## src/rtl/optf_pkg.sv

```systemverilog
// shared types and constants of the overlay peer table forwarder
`default_nettype none
package optf_pkg;

    localparam int TABLE_DEPTH_DEF = 32;
    localparam int ADDR_W = 48;
    localparam int MAC_W = 48;
    localparam int COMM_W = 64;
    localparam int SOCK_W = 8;
    localparam int TTL_W = 8;
    localparam int VER_W = 8;
    localparam int LEN_W = 11;
    localparam int COPIES_W = 6;
    localparam int CFG_DATA_W = 11;
    localparam int MCAST_BIT = 40;

    localparam logic [1:0] FUNC_REG = 2'd0;
    localparam logic [1:0] FUNC_DEREG = 2'd1;
    localparam logic [1:0] FUNC_DATA = 2'd2;
    localparam logic [1:0] FUNC_OTHER = 2'd3;

    localparam logic CFG_EXPECTED_VERSION = 1'b0;
    localparam logic CFG_MIN_HEADER_LEN = 1'b1;

    typedef enum logic [2:0] {
        KIND_ACK = 3'd0,
        KIND_UNI = 3'd1,
        KIND_BC = 3'd2,
        KIND_DROP = 3'd3,
        KIND_DONE = 3'd4,
        KIND_FULL = 3'd5,
        KIND_MISS = 3'd6,
        KIND_DEREG = 3'd7
    } kind_t;

    typedef enum logic [2:0] {
        ST_IDLE,
        ST_DROP,
        ST_SCAN,
        ST_ACK,
        ST_FULL,
        ST_DRES,
        ST_WALK,
        ST_DONE
    } state_t;

    typedef struct packed {
        logic                valid;
        logic [COMM_W-1:0]   comm_hi;
        logic [COMM_W-1:0]   comm_lo;
        logic [MAC_W-1:0]    mac;
        logic [ADDR_W-1:0]   pub_addr;
        logic [ADDR_W-1:0]   priv_addr;
        logic [SOCK_W-1:0]   sock;
    } entry_t;

endpackage
`default_nettype wire

```

## src/rtl/optf_cell.sv

```systemverilog
// one table slot of the rotating peer table
`default_nettype none
module optf_cell
    import optf_pkg::*;
(
    input  wire logic   clk,
    input  wire logic   rst_n,
    input  wire logic   shift,
    input  wire entry_t d,
    output entry_t      q
);

    logic   valid_reg;
    entry_t data_reg;

    always_ff @(posedge clk or negedge rst_n)
    begin
        if (!rst_n)
        begin
            valid_reg <= 1'b0;
        end
        else if (shift)
        begin
            valid_reg <= d.valid;
        end
    end

    always_ff @(posedge clk)
    begin
        if (shift)
        begin
            data_reg <= d;
        end
    end

    always_comb
    begin
        q = data_reg;
        q.valid = valid_reg;
    end

endmodule
`default_nettype wire

```

## src/rtl/optf_chain.sv

```systemverilog
// ring of slot cells, each hands its entry to the next one down on every shift
`default_nettype none
module optf_chain
    import optf_pkg::*;
#(
    parameter int DEPTH = TABLE_DEPTH_DEF
)
(
    input  wire logic   clk,
    input  wire logic   rst_n,
    input  wire logic   shift,
    input  wire entry_t tail_in,
    output entry_t      head
);

    entry_t q [DEPTH];

    genvar g;
    generate
        for (g = 0; g < DEPTH; g++)
        begin : g_cell
            if (g == DEPTH - 1)
            begin : g_tail
                optf_cell u_cell (
                    .clk   (clk),
                    .rst_n (rst_n),
                    .shift (shift),
                    .d     (tail_in),
                    .q     (q[g])
                );
            end
            else
            begin : g_body
                optf_cell u_cell (
                    .clk   (clk),
                    .rst_n (rst_n),
                    .shift (shift),
                    .d     (q[g+1]),
                    .q     (q[g])
                );
            end
        end
    endgenerate

    assign head = q[0];

endmodule
`default_nettype wire

```

## src/rtl/overlay_peer_table_forwarder.sv

```systemverilog
// top level: header checks, table scan and result sequencing
`default_nettype none
// Takes one parsed header per item and produces its results on the output
// channel. The peer table sits in a ring of DEPTH cells that rotates one slot
// per cycle past a single compare point at its head, except while the output
// side stalls a copy during the second rotation. A discarded item only gets
// its drop result; any other item is accepted, takes one lookup rotation and
// then produces its results. Register items that find their entry or a free
// slot, deregister hits and data items then take a second rotation in which
// the table is updated and copies are sent in slot order.
// A new item is taken once the previous one is finished.
module overlay_peer_table_forwarder
    import optf_pkg::*;
#(
    parameter int TABLE_DEPTH = TABLE_DEPTH_DEF
)
(
    input  wire logic                  clk,
    input  wire logic                  rst_n,
    input  wire logic                  cfg_we,
    input  wire logic                  cfg_index,
    input  wire logic [CFG_DATA_W-1:0] cfg_data,
    input  wire logic                  in_valid,
    output logic                       in_ready,
    input  wire logic [1:0]            func,
    input  wire logic [VER_W-1:0]      version,
    input  wire logic [LEN_W-1:0]      pkt_len,
    input  wire logic [COMM_W-1:0]     community_hi,
    input  wire logic [COMM_W-1:0]     community_lo,
    input  wire logic [MAC_W-1:0]      src_mac,
    input  wire logic [MAC_W-1:0]      dst_mac,
    input  wire logic [ADDR_W-1:0]     sender_addr,
    input  wire logic [ADDR_W-1:0]     private_addr,
    input  wire logic [SOCK_W-1:0]     socket_tag,
    input  wire logic [TTL_W-1:0]      ttl_in,
    output logic                       out_valid,
    input  wire logic                  out_ready,
    output logic [2:0]                 kind,
    output logic [ADDR_W-1:0]          dest_addr,
    output logic [SOCK_W-1:0]          dest_socket,
    output logic [MAC_W-1:0]           ack_mac,
    output logic [TTL_W-1:0]           ttl_out,
    output logic [COPIES_W-1:0]        copies,
    output logic                       last
);

    localparam int IDX_W = $clog2(TABLE_DEPTH);
    localparam int CNT_W = $clog2(TABLE_DEPTH + 1);
    localparam logic [CNT_W-1:0] IDX_END = CNT_W'(TABLE_DEPTH - 1);

    // configuration
    logic [VER_W-1:0] exp_ver_reg;
    logic [LEN_W-1:0] min_len_reg;

    always_ff @(posedge clk or negedge rst_n)
    begin
        if (!rst_n)
        begin
            exp_ver_reg <= VER_W'(1);
            min_len_reg <= LEN_W'(32);
        end
        else if (cfg_we)
        begin
            case (cfg_index)
                CFG_EXPECTED_VERSION: exp_ver_reg <= cfg_data[VER_W-1:0];
                CFG_MIN_HEADER_LEN:   min_len_reg <= cfg_data[LEN_W-1:0];
                default:              ;
            endcase
        end
    end

    // latched item
    logic [1:0]        func_reg;
    logic [COMM_W-1:0] chi_reg;
    logic [COMM_W-1:0] clo_reg;
    logic [MAC_W-1:0]  smac_reg;
    logic [MAC_W-1:0]  dmac_reg;
    logic [ADDR_W-1:0] sender_reg;
    logic [ADDR_W-1:0] priv_reg;
    logic [SOCK_W-1:0] sock_reg;
    logic [TTL_W-1:0]  ttl_reg;

    logic in_fire;
    assign in_fire = in_valid && in_ready;

    always_ff @(posedge clk)
    begin
        if (in_fire)
        begin
            func_reg   <= func;
            chi_reg    <= community_hi;
            clo_reg    <= community_lo;
            smac_reg   <= src_mac;
            dmac_reg   <= dst_mac;
            sender_reg <= sender_addr;
            priv_reg   <= private_addr;
            sock_reg   <= socket_tag;
            ttl_reg    <= ttl_in + TTL_W'(1);
        end
    end

    // control state
    state_t              state_reg, state_next;
    logic [CNT_W-1:0]    idx_reg, idx_next;
    logic                m_found_reg, m_found_next;
    logic [IDX_W-1:0]    m_idx_reg, m_idx_next;
    logic                f_found_reg, f_found_next;
    logic [IDX_W-1:0]    f_idx_reg, f_idx_next;
    logic                u_found_reg, u_found_next;
    logic [IDX_W-1:0]    u_idx_reg, u_idx_next;
    logic [COPIES_W-1:0] cnt_reg, cnt_next;

    // output register
    logic                out_valid_reg;
    kind_t               kind_reg;
    logic [ADDR_W-1:0]   dest_reg;
    logic [SOCK_W-1:0]   dsock_reg;
    logic [MAC_W-1:0]    amac_reg;
    logic [TTL_W-1:0]    ttlo_reg;
    logic [COPIES_W-1:0] copies_reg;
    logic                last_reg;

    logic                ld;
    kind_t               ld_kind;
    logic [ADDR_W-1:0]   ld_dest;
    logic [SOCK_W-1:0]   ld_sock;
    logic [MAC_W-1:0]    ld_amac;
    logic [TTL_W-1:0]    ld_ttl;
    logic [COPIES_W-1:0] ld_copies;
    logic                ld_last;

    logic   shift;
    entry_t head;
    entry_t head_new;

    optf_chain #(
        .DEPTH (TABLE_DEPTH)
    ) u_chain (
        .clk     (clk),
        .rst_n   (rst_n),
        .shift   (shift),
        .tail_in (head_new),
        .head    (head)
    );

    logic [IDX_W-1:0] pos;
    logic             out_free;
    logic             drop;
    logic             key_hit;
    logic             comm_hit;
    logic             emit;
    logic             emit_uni;

    assign pos      = idx_reg[IDX_W-1:0];
    assign out_free = !out_valid_reg || out_ready;
    assign drop     = (pkt_len < min_len_reg) || (version != exp_ver_reg) ||
                      (func == FUNC_OTHER);
    assign comm_hit = head.valid && (head.comm_hi == chi_reg) && (head.comm_lo == clo_reg);
    assign key_hit  = comm_hit && (head.mac == smac_reg);
    assign emit_uni = u_found_reg && (pos == u_idx_reg);
    assign emit     = (func_reg == FUNC_DATA) &&
                      (u_found_reg ? emit_uni : (comm_hit && (head.pub_addr != sender_reg)));
    assign in_ready = (state_reg == ST_IDLE);

    always_comb
    begin
        state_next   = state_reg;
        idx_next     = idx_reg;
        m_found_next = m_found_reg;
        m_idx_next   = m_idx_reg;
        f_found_next = f_found_reg;
        f_idx_next   = f_idx_reg;
        u_found_next = u_found_reg;
        u_idx_next   = u_idx_reg;
        cnt_next     = cnt_reg;
        shift        = 1'b0;
        head_new     = head;
        ld           = 1'b0;
        ld_kind      = KIND_DROP;
        ld_dest      = '0;
        ld_sock      = '0;
        ld_amac      = '0;
        ld_ttl       = '0;
        ld_copies    = '0;
        ld_last      = 1'b0;

        case (state_reg)
            ST_IDLE:
            begin
                if (in_valid)
                begin
                    state_next   = drop ? ST_DROP : ST_SCAN;
                    idx_next     = '0;
                    m_found_next = 1'b0;
                    f_found_next = 1'b0;
                    u_found_next = 1'b0;
                    cnt_next     = '0;
                end
            end
            ST_DROP:
            begin
                if (out_free)
                begin
                    ld         = 1'b1;
                    ld_kind    = KIND_DROP;
                    ld_last    = 1'b1;
                    state_next = ST_IDLE;
                end
            end
            ST_SCAN:
            begin
                shift = 1'b1;
                if (!m_found_reg && key_hit)
                begin
                    m_found_next = 1'b1;
                    m_idx_next   = pos;
                end
                if (!f_found_reg && !head.valid)
                begin
                    f_found_next = 1'b1;
                    f_idx_next   = pos;
                end
                if (!u_found_reg && head.valid && !dmac_reg[MCAST_BIT] &&
                    (head.mac == dmac_reg))
                begin
                    u_found_next = 1'b1;
                    u_idx_next   = pos;
                end
                if (idx_reg == IDX_END)
                begin
                    idx_next = '0;
                    case (func_reg)
                        FUNC_REG:   state_next = ST_ACK;
                        FUNC_DEREG: state_next = ST_DRES;
                        default:    state_next = ST_WALK;
                    endcase
                end
                else
                begin
                    idx_next = idx_reg + CNT_W'(1);
                end
            end
            ST_ACK:
            begin
                if (out_free)
                begin
                    ld         = 1'b1;
                    ld_kind    = KIND_ACK;
                    ld_dest    = sender_reg;
                    ld_sock    = sock_reg;
                    ld_amac    = smac_reg;
                    ld_last    = m_found_reg || f_found_reg;
                    state_next = (m_found_reg || f_found_reg) ? ST_WALK : ST_FULL;
                end
            end
            ST_FULL:
            begin
                if (out_free)
                begin
                    ld         = 1'b1;
                    ld_kind    = KIND_FULL;
                    ld_last    = 1'b1;
                    state_next = ST_IDLE;
                end
            end
            ST_DRES:
            begin
                if (out_free)
                begin
                    ld         = 1'b1;
                    ld_kind    = m_found_reg ? KIND_DEREG : KIND_MISS;
                    ld_last    = 1'b1;
                    state_next = m_found_reg ? ST_WALK : ST_IDLE;
                end
            end
            ST_WALK:
            begin
                if (!emit || out_free)
                begin
                    shift = 1'b1;
                    // table updates happen as the target slot passes the head
                    if (func_reg == FUNC_REG)
                    begin
                        if (m_found_reg && (pos == m_idx_reg))
                        begin
                            head_new.pub_addr  = sender_reg;
                            head_new.priv_addr = priv_reg;
                        end
                        else if (!m_found_reg && (pos == f_idx_reg))
                        begin
                            head_new.valid     = 1'b1;
                            head_new.comm_hi   = chi_reg;
                            head_new.comm_lo   = clo_reg;
                            head_new.mac       = smac_reg;
                            head_new.pub_addr  = sender_reg;
                            head_new.priv_addr = priv_reg;
                            head_new.sock      = sock_reg;
                        end
                    end
                    else if ((func_reg == FUNC_DEREG) && (pos == m_idx_reg))
                    begin
                        head_new.valid = 1'b0;
                    end
                    if (emit)
                    begin
                        ld       = 1'b1;
                        ld_kind  = emit_uni ? KIND_UNI : KIND_BC;
                        ld_dest  = head.pub_addr;
                        ld_sock  = head.sock;
                        ld_ttl   = ttl_reg;
                        cnt_next = cnt_reg + COPIES_W'(1);
                    end
                    if (idx_reg == IDX_END)
                    begin
                        idx_next   = '0;
                        state_next = (func_reg == FUNC_DATA) ? ST_DONE : ST_IDLE;
                    end
                    else
                    begin
                        idx_next = idx_reg + CNT_W'(1);
                    end
                end
            end
            ST_DONE:
            begin
                if (out_free)
                begin
                    ld         = 1'b1;
                    ld_kind    = KIND_DONE;
                    ld_copies  = cnt_reg;
                    ld_last    = 1'b1;
                    state_next = ST_IDLE;
                end
            end
            default:
            begin
                state_next = ST_IDLE;
            end
        endcase
    end

    always_ff @(posedge clk or negedge rst_n)
    begin
        if (!rst_n)
        begin
            state_reg     <= ST_IDLE;
            idx_reg       <= '0;
            m_found_reg   <= 1'b0;
            f_found_reg   <= 1'b0;
            u_found_reg   <= 1'b0;
            cnt_reg       <= '0;
            out_valid_reg <= 1'b0;
        end
        else
        begin
            state_reg   <= state_next;
            idx_reg     <= idx_next;
            m_found_reg <= m_found_next;
            f_found_reg <= f_found_next;
            u_found_reg <= u_found_next;
            cnt_reg     <= cnt_next;
            if (ld)
            begin
                out_valid_reg <= 1'b1;
            end
            else if (out_ready)
            begin
                out_valid_reg <= 1'b0;
            end
        end
    end

    always_ff @(posedge clk)
    begin
        m_idx_reg <= m_idx_next;
        f_idx_reg <= f_idx_next;
        u_idx_reg <= u_idx_next;
        if (ld)
        begin
            kind_reg   <= ld_kind;
            dest_reg   <= ld_dest;
            dsock_reg  <= ld_sock;
            amac_reg   <= ld_amac;
            ttlo_reg   <= ld_ttl;
            copies_reg <= ld_copies;
            last_reg   <= ld_last;
        end
    end

    assign out_valid   = out_valid_reg;
    assign kind        = kind_reg;
    assign dest_addr   = dest_reg;
    assign dest_socket = dsock_reg;
    assign ack_mac     = amac_reg;
    assign ttl_out     = ttlo_reg;
    assign copies      = copies_reg;
    assign last        = last_reg;

`ifndef SYNTHESIS
    a_idx_range: assert property (@(posedge clk) disable iff (!rst_n)
        idx_reg <= IDX_END)
        else $error("slot index ran past the table");

    a_copies_bound: assert property (@(posedge clk) disable iff (!rst_n)
        out_valid && (kind == KIND_DONE) |-> copies <= COPIES_W'(TABLE_DEPTH))
        else $error("copy count above table depth");

    a_uni_found: assert property (@(posedge clk) disable iff (!rst_n)
        $rose(out_valid) && (kind == KIND_UNI) |-> u_found_reg)
        else $error("unicast copy without a lookup hit");
`endif

endmodule
`default_nettype wire
```

## config.mk

```make
export PLATFORM = sky130hd
export DESIGN_NAME = overlay_peer_table_forwarder
export DESIGN_NICKNAME = d
export VERILOG_FILES = /design/src/rtl/optf_pkg.sv /design/src/rtl/optf_cell.sv /design/src/rtl/optf_chain.sv /design/src/rtl/overlay_peer_table_forwarder.sv
export SDC_FILE = /design/constraint.sdc
export NUM_CORES = 2
export LEC_CHECK = 0
export BUFFER_PORTS_ARGS = -buffer_cell sky130_fd_sc_hd__buf_2
export CAP_MARGIN = 10
export CORE_AREA = 2 2 644 646
export CTS_CLUSTER_DIAMETER = 40
export DETAILED_ROUTE_END_ITERATION = 6
export DIE_AREA = 0 0 646 648
export PLACE_DENSITY = 0.81
export SETUP_SLACK_MARGIN = 0.3
export SLEW_MARGIN = 25
export SYNTH_ARGS = -nofsm -noshare
export SYNTH_HDL_FRONTEND = slang
export SYNTH_SLANG_ARGS = --single-unit
```

## constraint.sdc

```tcl
create_clock -name clk -period 173.4 [get_ports clk]
set_clock_uncertainty 0.1 [all_clocks]
set_input_delay 34.68 -clock clk [delete_from_list [all_inputs] [get_ports clk]]
set_output_delay 34.68 -clock clk [all_outputs]
set_load 0.01 [all_outputs]
```

==> reports/qor.yml <==
outcome:
  outcome: "finished, violations left"
  violations: "DRC"
routing:
  viasPerCell: 5.75
  routed_wl_mm: 474
  num_vias: 94200
  drc: 8
  wl_per_cell_um: 29.0
  drtAntennaViolNets: 0
  firstDrtPassIters: 7
  first_iter_violations: 13000
global_route:
  grt_usage: 0.221
  grt_overflow: 0
  grt_pass1_wl_mm: 668
  antenna_found_initial: 36
  grt_max_degree: 232
  grt_pass1_vias: 96000
logic_synthesis:
  async_flop_share: 0.00884
  synth_top_cells_by_count: "edfxtp_1 (7851), mux2_2 (238), xnor2_1 (180), dfrtp_1 (68), xor2_1 (68)"
  synthesis.nets: 9440
  synthCells: 9053
  avgSynthCellArea_um2: 27.2
  synth_seq_cells: 7921
  netlist_area_mm2: 0.246
  yosys.area.top_type: "edfxtp_1"
  synth_edf_count: 7851
  synth.most_common_cell: "edfxtp_1"
  yosysUniqueCellTypes: 53
  netlist.area_leader.share: 0.957
  synth_area_leaders: "edfxtp_1 (96%), mux2_2 (1.1%), dfrtp_1 (0.69%)"
  yosysWarnings: 0
  ys_seq_area_frac: 0.964
  synth_flop_cell: "edfxtp_1"
clock_network:
  post_cts_buffers: 0
  cts.sinks: 7921
  clock_path_buffers: 4
  clkLatencyLatePin_ps: 1090
  hold_buffers: 0
  root_buffer: "clkbuf_16"
  clk_pin_slew_worst_paths_ps: 70
  cts_tree: "yes"
  cts.repair.resized: 0
  cts_buffers: 735
  h-tree-depth: 6
final_layout:
  syn_to_final_growth_pct: 14.1
  layoutNonFillerInstCount: 16400
  fin_util: 0.682
  fill_cells: 22400
  drive_above_1_share: 0.173
  largest_reg_flops: 7192
  final_nets: 10700
worst_setup_path:
  timing.rr.end: "u_chain.g_cell[16].g_body.u_cell.q[177]"
  path_class: "in2reg"
  cp.arrival_ps: 43570
  worstPathRequired_ps: 173990
  r2r_start: "clo_reg[40]"
  cp-start-kind: "primary input"
  rrSetupSlack_ps: 161700
  crit_path_end_kind: "flip-flop"
  r2r_cells: 20
  crit_fanout: 135
min_path:
  min_to: "u_chain.g_cell[15].g_body.u_cell.q[62]"
  hold_class: "reg2reg"
  hold_depth: 0
  hp-start: "u_chain.g_cell[16].g_body.u_cell.q[62]"
sta:
  setup_viol: 0
  slew_headroom: 0.263
  period_needed_ps: 42980
  slew_violations: 0
  fmax_ghz: 0.0233
  rsz0062_at_grt: "false"
  hold_viol: 0
  worst_slack_ps: 130420
  min_period_over_period: 0.248
  setup_tns_ps: 0
  hold-worst-slack_ps: 257
  worst_pin_slew_ps: 1100
place:
  dp_hpwl_mm: 206
  gp_congestion: 0.888
  dp.cells: 15000
  numPortBuffers: 449
  pre_cts_ws_ps: 128550
run:
  drv_cap: 0
floorplanning:
  io_pins: 498
  core_area_mm2: 0.412
  die_y_um: 648
  start_util: 0.598
  die_area_mm2: 0.419
  die_w_um: 646
  placement_rows: 236
pwr:
  powerDensity_mw_per_mm2: 18.0
  p_leak_uw: 0.0910
  peakVddDrop_mv: 0.0148
[how the worst max path moves through the flow]
stage	start	slack (ps)	to
6_report	out_ready	130420	u_chain.g_cell[16].g_body.u_cell.q[177]
3_5_place_dp	out_ready	128550	u_chain.g_cell[26].g_body.u_cell.q[193]
3_3_place_gp	out_ready	129210	u_chain.g_cell[17].g_body.u_cell.q[193]
5_1_grt	out_ready	129800	u_chain.g_cell[0].g_body.u_cell.q[193]
4_1_cts	out_ready	129630	u_chain.g_cell[29].g_body.u_cell.q[168]
2_1_floorplan	out_ready	25180	u_chain.g_cell[0].g_body.u_cell.q[0]
[cells in the final DEF, fill, tap and decap left out, types with 43 or more instances in the layout]
| cell type | count |
|---|---|
| bufinv_16 | 71 |
| nand4_1 | 51 |
| clkinv_1 | 139 |
| inv_1 | 59 |
| a22o_1 | 58 |
| clkbuf_16 | 741 |
| edfxtp_1 | 7851 |
| buf_4 | 43 |
| buf_2 | 449 |
| clkinv_2 | 128 |
| dfrtp_1 | 68 |
| and2_1 | 57 |
| xor2_1 | 68 |
| xnor2_1 | 180 |
| clkbuf_1 | 141 |
| nand2_1 | 44 |
| mux2_2 | 238 |
[logic make-up after synthesis]
family / share of synthesized area
xor+xnor: 0.00881
mux: 0.0124
fa+ha+maj: 0.000660
compound gates: 0.00518
buf+inv: 0.00209
simple gates: 0.00709
flops: 0.964
[per-layer routing]
metal,wire [um],vias to the layer above,part of all wire,track usage
li1,-,39100,-,-
met1,185000,49100,0.39,0.299
met2,240000,4945,0.50,0.371
met3,32600,1046,0.069,0.0359
met4,17300,4,0.036,0.0762
met5,34,-,0.000072,0
[through the flow]
step           power (uW)  instance area, um^2
6_report             5060               281000
2_1_floorplan        5870               246000
4_1_cts              5090               281000
3_5_place_dp         3370               256000
3_3_place_gp         3310               256000
5_1_grt              5210               281000
[worst max-delay path, stage by stage]
cell and delay, ps:
buf_2 90, nand2b_1 340, o41ai_4 130, buf_4 320, clkinvlp_4 150, buf_6 610
buf_4 910, buf_12 410, buf_16 450, buf_12 440, buf_16 470, buf_6 660
buf_4 890, buf_4 830, buf_6 740, buf_6 740
[cell type report]
type / count / area [um^2] / area share
Multi-Input combinational cell: 1005 / 8530 / 0.0304
Inverter: 62 / 244 / 0.000868
Timing Repair Buffer: 555 / 3530 / 0.0126
Clock inverter: 474 / 5310 / 0.0189
Clock buffer: 883 / 19100 / 0.0679
Antenna cell: 15 / 37.5 / 0.000134
Sequential cell: 7921 / 238000 / 0.845
Tap cell: 5474 / 6850 / 0.0244
[power breakdown]
group | leakage [uW] | internal [uW] | switching (uW)
registers | 0.0735 | 2810 | 214
clock network | 0.0118 | 906 | 752
logic | 0.00570 | 58.4 | 318
(Power assumes the default switching activity.)
